--- config.mk ---
export PLATFORM = sky130hd
export DESIGN_NAME = finger_motor_task_sequencer
export DESIGN_NICKNAME = d
export VERILOG_FILES = /design/src/hw/rtl/fmts_pkg.sv /design/src/hw/rtl/finger_motor_task_sequencer.sv
export SDC_FILE = /design/constraint.sdc
export NUM_CORES = 1
export LEC_CHECK = 0
export BUFFER_PORTS_ARGS = -buffer_cell sky130_fd_sc_hd__buf_2
export CORE_MARGIN = 3
export CORE_UTILIZATION = 40
export CTS_BUF_LIST = sky130_fd_sc_hd__clkbuf_4 sky130_fd_sc_hd__clkbuf_8 sky130_fd_sc_hd__clkbuf_16
export DETAILED_ROUTE_END_ITERATION = 10
export SYNTH_ARGS = -nofsm -noshare
export SYNTH_HDL_FRONTEND = slang
export SYNTH_SLANG_ARGS = --single-unit
--- constraint.sdc ---
create_clock -name clock -period 5.4 [get_ports clock]
set_input_delay 0.27 -clock clock [delete_from_list [all_inputs] [get_ports clock]]
set_output_delay 0.27 -clock clock [all_outputs]
set_load 0.02 [all_outputs]
--- src/hw/rtl/fmts_pkg.sv ---
`timescale 1ns / 1ps

package fmts_pkg;

   // task codes, shared by requests, task register and result
   localparam logic [2:0] TASK_NORMAL   = 3'd0;
   localparam logic [2:0] TASK_STOP     = 3'd1;
   localparam logic [2:0] TASK_START    = 3'd2;
   localparam logic [2:0] TASK_HOME     = 3'd3;
   localparam logic [2:0] TASK_CONTACT  = 3'd4;
   localparam logic [2:0] TASK_GOTO     = 3'd5;
   localparam logic [2:0] TASK_SETFORCE = 3'd6;

   localparam logic [1:0] MODE_UNDEF = 2'd0;
   localparam logic [1:0] MODE_SPEED = 2'd1;
   localparam logic [1:0] MODE_POS   = 2'd2;
   localparam logic [1:0] MODE_FORCE = 2'd3;

   localparam logic [1:0] TACT_NONE    = 2'd0;
   localparam logic [1:0] TACT_STOP    = 2'd1;
   localparam logic [1:0] TACT_START   = 2'd2;
   localparam logic [1:0] TACT_REZERO  = 2'd3;

   localparam logic [2:0] MACT_QUERY = 3'd0;
   localparam logic [2:0] MACT_SPEED = 3'd1;
   localparam logic [2:0] MACT_POS   = 3'd2;
   localparam logic [2:0] MACT_FORCE = 3'd3;
   localparam logic [2:0] MACT_NONE  = 3'd4;

   // configuration register indexes
   localparam logic [2:0] REG_GOAL_POSITION = 3'd0;
   localparam logic [2:0] REG_GOAL_FORCE    = 3'd1;
   localparam logic [2:0] REG_CONTACT_THR   = 3'd2;
   localparam logic [2:0] REG_CURRENT_LIMIT = 3'd3;
   localparam logic [2:0] REG_FORCE_LIMIT   = 3'd4;
   localparam logic [2:0] REG_STALL_TICKS   = 3'd5;

   localparam logic [7:0]  WARMUP_FULL      = 8'd150;
   localparam logic [8:0]  SETTLE_NEEDED    = 9'd10;
   localparam logic [8:0]  SETTLE_MAX       = 9'd511;
   localparam logic signed [10:0] HOME_SPEED    = -11'sd300;
   localparam logic signed [10:0] CONTACT_SPEED = 11'sd800;
   localparam logic signed [16:0] FORCE_TOL     = 17'sd5;
   localparam int POS_TOL   = 3;
   localparam int POS_SCALE = 100;

   localparam logic [14:0] CONTACT_THR_RESET   = 15'd20;
   localparam logic [14:0] CURRENT_LIMIT_RESET = 15'd2000;
   localparam logic [14:0] FORCE_LIMIT_RESET   = 15'd1500;
   localparam logic [8:0]  STALL_TICKS_RESET   = 9'd400;

   typedef struct packed {
      logic [1:0]         task_action;
      logic [2:0]         mode_action;
      logic signed [10:0] speed_command;
      logic               safety_stop;
      logic [2:0]         task_now;
      logic [1:0]         mode_now;
   } result_type;

endpackage

--- src/hw/rtl/finger_motor_task_sequencer.sv ---
`timescale 1ns / 1ps

// A result is registered and appears on rsp_ in the cycle after its req_ transaction is accepted.
// One item per cycle while rsp_ is not stalled; the task step is a single combinational
// pass between the state registers and the result register.
// A held result stalls req_ until rsp_tready; a new item enters in the cycle it leaves.
// Reset (synchronous, active high): task home, mode speed, counters and held
// position zero, configuration registers at their documented defaults.
module finger_motor_task_sequencer (
   input  logic        clock,
   input  logic        reset,
   input  logic        req_tvalid,
   output logic        req_tready,
   // requested_task[2:0], measured_force[18:3], motor_current[34:19],
   // position[66:35], zero fill
   input  logic [71:0] req_tdata,
   // op[0]
   input  logic        req_tuser,
   output logic        rsp_tvalid,
   input  logic        rsp_tready,
   // task_action[1:0], mode_action[4:2], speed_command[15:5],
   // safety_stop[16], task_now[19:17], mode_now[21:20], zero fill
   output logic [23:0] rsp_tdata,
   input  logic        csr_valid,
   output logic        csr_ready,
   input  logic [2:0]  csr_index,
   input  logic [15:0] csr_wdata
);

   // configuration
   logic signed [15:0] goal_force_ff;
   logic [14:0]        contact_thr_ff;
   logic [14:0]        current_limit_ff;
   logic [14:0]        force_limit_ff;
   logic [8:0]         stall_ticks_ff;
   // position window for goto: trunc(pos/100) within goal +/- 2
   logic signed [25:0] pos_lo_ff, pos_hi_ff;
   logic signed [25:0] pos_lo_in, pos_hi_in;
   logic signed [25:0] goal_a, goal_b;

   // sequencer state
   logic [2:0]         task_ff, task_in;
   logic [1:0]         mode_ff, mode_in;
   logic [7:0]         warmup_ff, warmup_in;
   logic [8:0]         settle_ff, settle_in;
   logic signed [31:0] held_ff, held_in;
   logic signed [10:0] drive_ff, drive_in;

   fmts_pkg::result_type rsp_ff, rsp_in;
   logic                 rsp_valid_ff;

   logic               in_op;
   logic [2:0]         in_task;
   logic signed [15:0] in_force;
   logic signed [15:0] in_current;
   logic signed [31:0] in_pos;
   logic               accept;

   logic [16:0]        cur_mag;
   logic               trip_cond;
   logic [7:0]         warm_inc;
   logic [8:0]         settle_inc;
   logic               pos_close, force_close;
   logic signed [16:0] force_diff;

   assign in_op      = req_tuser;
   assign in_task    = req_tdata[2:0];
   assign in_force   = req_tdata[18:3];
   assign in_current = req_tdata[34:19];
   assign in_pos     = req_tdata[66:35];

   assign csr_ready  = 1'b1;
   assign req_tready = !rsp_valid_ff || rsp_tready;
   assign accept     = req_tvalid && req_tready;

   // window bounds from the goal being written
   always_comb begin
      goal_a = 26'(signed'(csr_wdata)) - 26'sd2;
      goal_b = 26'(signed'(csr_wdata)) + 26'sd2;
      pos_lo_in = goal_a * 26'(fmts_pkg::POS_SCALE);
      pos_hi_in = goal_b * 26'(fmts_pkg::POS_SCALE);
      if (goal_a <= 26'sd0) begin
         pos_lo_in = pos_lo_in - 26'(fmts_pkg::POS_SCALE - 1);
      end
      if (goal_b >= 26'sd0) begin
         pos_hi_in = pos_hi_in + 26'(fmts_pkg::POS_SCALE - 1);
      end
   end

   always_ff @(posedge clock) begin
      if (reset) begin
         goal_force_ff    <= '0;
         contact_thr_ff   <= fmts_pkg::CONTACT_THR_RESET;
         current_limit_ff <= fmts_pkg::CURRENT_LIMIT_RESET;
         force_limit_ff   <= fmts_pkg::FORCE_LIMIT_RESET;
         stall_ticks_ff   <= fmts_pkg::STALL_TICKS_RESET;
         pos_lo_ff        <= -26'(3 * fmts_pkg::POS_SCALE - 1);
         pos_hi_ff        <= 26'(3 * fmts_pkg::POS_SCALE - 1);
      end else if (csr_valid) begin
         unique case (csr_index)
            fmts_pkg::REG_GOAL_POSITION: begin
               pos_lo_ff <= pos_lo_in;
               pos_hi_ff <= pos_hi_in;
            end
            fmts_pkg::REG_GOAL_FORCE:    goal_force_ff    <= csr_wdata;
            fmts_pkg::REG_CONTACT_THR:   contact_thr_ff   <= csr_wdata[14:0];
            fmts_pkg::REG_CURRENT_LIMIT: current_limit_ff <= csr_wdata[14:0];
            fmts_pkg::REG_FORCE_LIMIT:   force_limit_ff   <= csr_wdata[14:0];
            fmts_pkg::REG_STALL_TICKS:   stall_ticks_ff   <= csr_wdata[8:0];
            default: ;
         endcase
      end
   end

   always_comb begin
      cur_mag    = in_current[15] ? 17'(-18'(in_current)) : 17'(in_current);
      trip_cond  = (cur_mag > {2'b00, current_limit_ff}) ||
                   (in_force > signed'({1'b0, force_limit_ff}));
      warm_inc   = (warmup_ff < fmts_pkg::WARMUP_FULL) ? warmup_ff + 8'd1 : warmup_ff;
      settle_inc = (settle_ff != fmts_pkg::SETTLE_MAX) ? settle_ff + 9'd1 : settle_ff;
      pos_close  = (in_pos >= 32'(pos_lo_ff)) && (in_pos <= 32'(pos_hi_ff));
      force_diff = 17'(goal_force_ff) - 17'(in_force);
      force_close = (force_diff > -fmts_pkg::FORCE_TOL) &&
                    (force_diff < fmts_pkg::FORCE_TOL);
   end

   // one pass of the task step for the item at the port
   always_comb begin
      task_in   = task_ff;
      mode_in   = mode_ff;
      warmup_in = warmup_ff;
      settle_in = settle_ff;
      held_in   = held_ff;
      drive_in  = drive_ff;
      rsp_in    = '{task_action: fmts_pkg::TACT_NONE, mode_action: fmts_pkg::MACT_NONE,
                    speed_command: '0, safety_stop: 1'b0,
                    task_now: '0, mode_now: '0};

      if (in_op) begin
         if (in_task <= fmts_pkg::TASK_SETFORCE) begin
            task_in = in_task;
         end
      end else begin
         warmup_in = warm_inc;
         unique case (task_ff)
            fmts_pkg::TASK_STOP: begin
               rsp_in.task_action = fmts_pkg::TACT_STOP;
               task_in = fmts_pkg::TASK_NORMAL;
               mode_in = fmts_pkg::MODE_UNDEF;
            end
            fmts_pkg::TASK_START: begin
               rsp_in.task_action = fmts_pkg::TACT_START;
               task_in = fmts_pkg::TASK_NORMAL;
               mode_in = fmts_pkg::MODE_UNDEF;
            end
            fmts_pkg::TASK_HOME: begin
               drive_in = fmts_pkg::HOME_SPEED;
               if (in_pos == held_ff) begin
                  settle_in = settle_inc;
               end else begin
                  settle_in = '0;
                  held_in   = in_pos;
               end
               if (warm_inc >= fmts_pkg::WARMUP_FULL && trip_cond) begin
                  warmup_in = '0;
               end
               // stall or safety trip ends homing
               if ((warm_inc >= fmts_pkg::WARMUP_FULL && trip_cond) ||
                   settle_in >= stall_ticks_ff) begin
                  settle_in = '0;
                  rsp_in.task_action = fmts_pkg::TACT_REZERO;
                  task_in = fmts_pkg::TASK_NORMAL;
                  mode_in = fmts_pkg::MODE_UNDEF;
               end
            end
            fmts_pkg::TASK_CONTACT: begin
               if (in_force > signed'({1'b0, contact_thr_ff})) begin
                  drive_in = '0;
                  task_in  = fmts_pkg::TASK_STOP;
               end else begin
                  drive_in = fmts_pkg::CONTACT_SPEED;
               end
            end
            fmts_pkg::TASK_GOTO, fmts_pkg::TASK_SETFORCE: begin
               if ((task_ff == fmts_pkg::TASK_GOTO) ? pos_close : force_close) begin
                  settle_in = settle_inc;
                  if (settle_inc >= fmts_pkg::SETTLE_NEEDED) begin
                     settle_in = '0;
                     task_in   = fmts_pkg::TASK_NORMAL;
                     mode_in   = (task_ff == fmts_pkg::TASK_GOTO) ?
                                 fmts_pkg::MODE_POS : fmts_pkg::MODE_FORCE;
                  end
               end else begin
                  settle_in = '0;
               end
            end
            default: ;
         endcase

         case (mode_in)
            fmts_pkg::MODE_SPEED: begin
               rsp_in.mode_action   = fmts_pkg::MACT_SPEED;
               rsp_in.speed_command = drive_in;
            end
            fmts_pkg::MODE_POS:   rsp_in.mode_action = fmts_pkg::MACT_POS;
            fmts_pkg::MODE_FORCE: rsp_in.mode_action = fmts_pkg::MACT_FORCE;
            default:              rsp_in.mode_action = fmts_pkg::MACT_QUERY;
         endcase

         // end-of-tick safety check, skipped while homing carries on
         if (task_in != fmts_pkg::TASK_HOME &&
             warmup_in >= fmts_pkg::WARMUP_FULL && trip_cond) begin
            warmup_in = '0;
            rsp_in.safety_stop = 1'b1;
            task_in = fmts_pkg::TASK_STOP;
         end
      end
      rsp_in.task_now = task_in;
      rsp_in.mode_now = mode_in;
   end

   always_ff @(posedge clock) begin
      if (reset) begin
         task_ff      <= fmts_pkg::TASK_HOME;
         mode_ff      <= fmts_pkg::MODE_SPEED;
         warmup_ff    <= '0;
         settle_ff    <= '0;
         held_ff      <= '0;
         drive_ff     <= '0;
         rsp_valid_ff <= 1'b0;
      end else begin
         if (accept) begin
            task_ff   <= task_in;
            mode_ff   <= mode_in;
            warmup_ff <= warmup_in;
            settle_ff <= settle_in;
            held_ff   <= held_in;
            drive_ff  <= drive_in;
         end
         if (accept) begin
            rsp_valid_ff <= 1'b1;
         end else if (rsp_tready) begin
            rsp_valid_ff <= 1'b0;
         end
      end
   end

   always_ff @(posedge clock) begin
      if (accept) begin
         rsp_ff <= rsp_in;
      end
   end

   assign rsp_tvalid = rsp_valid_ff;
   assign rsp_tdata  = {2'b00, rsp_ff.mode_now, rsp_ff.task_now, rsp_ff.safety_stop,
                        rsp_ff.speed_command, rsp_ff.mode_action, rsp_ff.task_action};

   a_warmup_bounded: assert property (@(posedge clock) disable iff (reset)
      warmup_ff <= fmts_pkg::WARMUP_FULL)
      else $error("warm-up counter beyond full");

   a_stop_sets_task: assert property (@(posedge clock) disable iff (reset)
      rsp_valid_ff && rsp_ff.safety_stop |-> rsp_ff.task_now == fmts_pkg::TASK_STOP)
      else $error("safety stop without stop task");

   a_request_quiet: assert property (@(posedge clock) disable iff (reset)
      accept && in_op |=> rsp_ff.mode_action == fmts_pkg::MACT_NONE &&
                          rsp_ff.task_action == fmts_pkg::TACT_NONE)
      else $error("request transaction produced an action");

   a_result_follows: assert property (@(posedge clock) disable iff (reset)
      accept |=> rsp_valid_ff && rsp_ff.task_now == task_ff && rsp_ff.mode_now == mode_ff)
      else $error("result does not match state");

   a_task_legal: assert property (@(posedge clock) disable iff (reset)
      task_ff <= fmts_pkg::TASK_SETFORCE)
      else $error("task register holds unused code");

endmodule
==> impl_metrics.yaml <==
critical_path:
  worstPathArrival_ns: 5.29
  r2r_start: "settle_ff[0]$_SDFFE_PP0P_"
  critPathBufInv: 5
  crit_path_end_kind: "register"
  cp_cell_sequence: "buf_2 -> inv_1 -> ha_1 -> nor3b_1 -> nand2_1 -> nor2_1 -> xor2_1 -> inv_1 -> fa_1 -> inv_1 -> ha_1 -> ha_1 -> buf_4 -> o21a_1 -> o21a_1 -> o21a_1 -> a2111oi_0 -> nor3_1 -> xor2_1 -> nor4_1 -> and3b_1 -> xor2_1 -> o211ai_1"
  crit_family: "simple AND/OR/NAND/NOR gates"
  cp_slowest_stage_delay_ns: 0.54
  worst_path_max_delay_cell: "fa_1"
  crit_path_start: "csr_wdata[1]"
  critPathKind: "input pin to register"
  start_kind: "input pin"
  critPathRequiredTime_ns: 5.75
  crit_path_max_fanout: 5
route:
  drt_wl_total_um: 48310
  drt_iter0_markers: 919
  drc_errors: 0
  post_drt_wl_per_cell_um: 16.19
  first_pass_iters: 5
  vias_per_cell: 5.315
  detail-route-antenna-nets: 0
  vias: 15860
clock_tree:
  cts_buffers: 24
  htreeDepth: 1
  clock_latency_ns: 0.53
  cts_tree: "built"
  clock_path_buffers: 3
  cts_sinks: 208
  clk_pin_slew_worst_paths_ns: 0.06
  clockRootBuffer: "clkbuf_16"
  cts_setup_buffers: 0
final_layout:
  final_common_cell: "nand2_1"
  multi_input_area_mm2: 0.01222
  register_area_mm2: 0.004384
  fin_nets: 2758
  layout-drive-gt1-share_pct: 11.11
  mostFrequentLayoutCells: "282 x nand2_1, 256 x inv_1, 253 x ha_1"
  fillerInstances: 4297
  area_growth_pct: 13.01
run_status:
  status: "finished clean"
global_route:
  antenna_found_initial: 7
  grt_remaining_overflow: 0
  grt_pass1_wl_um: 79430
  grt_pass1_vias: 15660
  grt_max_degree: 91
  grt_use_total_pct: 20.23
die:
  coreArea_mm2: 0.04365
  die_h_um: 217.6
  core.rowCount: 76
  die-width_um: 217.6
  boundaryPins: 124
  dieArea_mm2: 0.04737
  start_util_pct: 41.05
synth:
  netlist_top_cells_area: "dfxtp_1 21%, ha_1 18%, nand2_1 5.9%, inv_1 5.4%, a21oi_1 5.0%"
  synth_top_cell_area_share_pct: 20.78
  synth_edf_count: 22
  ys.flop_type: "dfxtp_1"
  ys_ff_latch: 208
  async_flop_share_pct: 0
  synth_top_area_cell: "dfxtp_1"
  netlist_area_mm2: 0.01792
  synth.avg_cell_area_um2: 7.917
  synthDistinctLibCells: 84
  synth-seq-area-share_pct: 24.47
  netlist_instances: 2263
  yosysWarningCount: 0
sta:
  final_hold_viol_count: 0
  setup_tns_ns: 0
  slew_violations: 0
  fin_crit_sh_pct: 91.43
  fmax_ghz: 0.2025
  worst_slew_pin_slew_ns: 1.200
  period_needed_ns: 4.937
  fin_hold_ws_ns: 0.04805
  finClkSkew_ns: 0.02081
  setup_violations: 0
  rsz0062_at_grt: "no"
  maxSlewHeadroom_pct: 19.54
hold_path:
  hp-start: "req_tdata[35]"
  hp-class: "input pin to register"
power_and_ir_drop:
  p_leak_uw: 0.009075
  ir_drop_uv: 201.5
  total_power_uw: 5630
  powerDensity_mw_per_mm2: 278.1
place:
  gp_congestion: 0.8808
  port_buffers: 115
  dp_hpwl_um: 38220
job:
  drv_cap: 0
[worst register-to-register path, delay by kind of cell (launching register included)]
family,cells,cell delay (ns)
AO/OA/AOI/OAI,6,1.17
AND/OR/NAND/NOR,8,1.63
adder cells (fa/ha/maj),2,0.62
buffers and inverters,1,0.24
flip-flops,1,0.41
[power breakdown]
group / internal (µW) / switching, µW / total [µW]
logic: 946 / 1270 / 2220
clock network: 1110 / 652 / 1760
registers: 1620 / 34.1 / 1660
total: 3670 / 1960 / 5630
[state kept, by name, indices dropped and copies added, names as in the netlist]
name              count
drive_ff             11
stall_ticks_ff        9
current_limit_ff     15
warmup_ff             8
goal_force_ff        16
held_ff              32
mode_ff               2
contact_thr_ff       15
pos_hi_ff            25
task_ff               3
force_limit_ff       15
rsp_tvalid            1
settle_ff             9
rsp_tdata            22
pos_lo_ff            25
[worst paths after layout]
path,to,slack (ns),cells past startpoint
setup reg to reg,rsp_tdata[5]$_SDFFCE_PP0P_,1.03,17
hold reg to reg,contact_thr_ff[9]$_SDFFE_PP0P_,0.45,2
setup / recovery,pos_lo_ff[23]$_SDFFE_PP1P_,0.46,23
hold / removal,held_ff[0]$_SDFFE_PP0P_,0.05,3
[logic make-up after synthesis]
logic type	count (synthesis)	synth area share [%]
fa+ha+maj	282	20.91
compound gates	489	17.70
mux	41	2.304
xor+xnor	142	6.941
flops	208	24.47
simple gates	749	20.18
other cells	2	0.04192
buf+inv	350	7.451
[routing by layer]
metal  GRT usage [%]  wire [µm]  vias up
li1                -          -     8109
met1           27.26      22790     7403
met2           34.36      22370      284
met3           2.633       2109       61
met4           5.023       1011        4
met5               0         27        -
[layout make-up]
| class | count | area share (%) |
|---|---|---|
| Sequential cell | 208 | 21.65 |
| Tap cell | 585 | 3.615 |
| Clock buffer | 33 | 3.510 |
| Timing Repair Buffer | 180 | 5.277 |
| Multi-Input combinational cell | 1706 | 60.37 |
| Antenna cell | 4 | 0.04943 |
| Inverter | 259 | 4.801 |
| Clock inverter | 9 | 0.7292 |
[synthesized netlist by cell type (6+ instances only)]
library cell and number:
nand2_1 282, inv_1 256, ha_1 253, dfxtp_1 186, a21oi_1 179, nor2_1 152, xnor2_1 101, clkbuf_1 82
o21ai_0 67, nand3_1 61, nor3_1 46, o211ai_1 44, xor2_1 41, mux2i_1 39, a21o_1 37, nand4_1 35
a211oi_1 30, fa_1 29, and3_1 23, edfxtp_1 22, nand2b_1 18, nor2b_1 18, or3_1 18, a31oi_1 17
o21a_1 16, nor4_1 15, and2_1 14, or4_1 14, nor3_2 9, o31ai_1 8, a41oi_1 7, nand4b_1 7
nor3b_1 7, o21ai_1 7, or2_2 7, a211o_1 6, a21boi_0 6, and4_1 6
[per-stage QoR]
stage | utilization [%] | cell area (µm²) | instances | setup WS, ns
5_1_grt | 46.39 | 20250 | 2984 | 0.1920
4_1_cts | 46.37 | 20240 | 2980 | 0.5370
6_report | 46.39 | 20250 | 2984 | 0.4629
3_3_place_gp | 44.38 | 19370 | 2937 | 0.1268
3_5_place_dp | 44.38 | 19370 | 2937 | 0.02958
2_1_floorplan | - | 17920 | 2264 | 0.02197
[timing repair]
action	4_1_cts	5_1_grt
hold endpoints to repair	1	0
hold buffers	1	0
resized for setup	0	0
No activity file was read; power rests on OpenSTA's default activity.
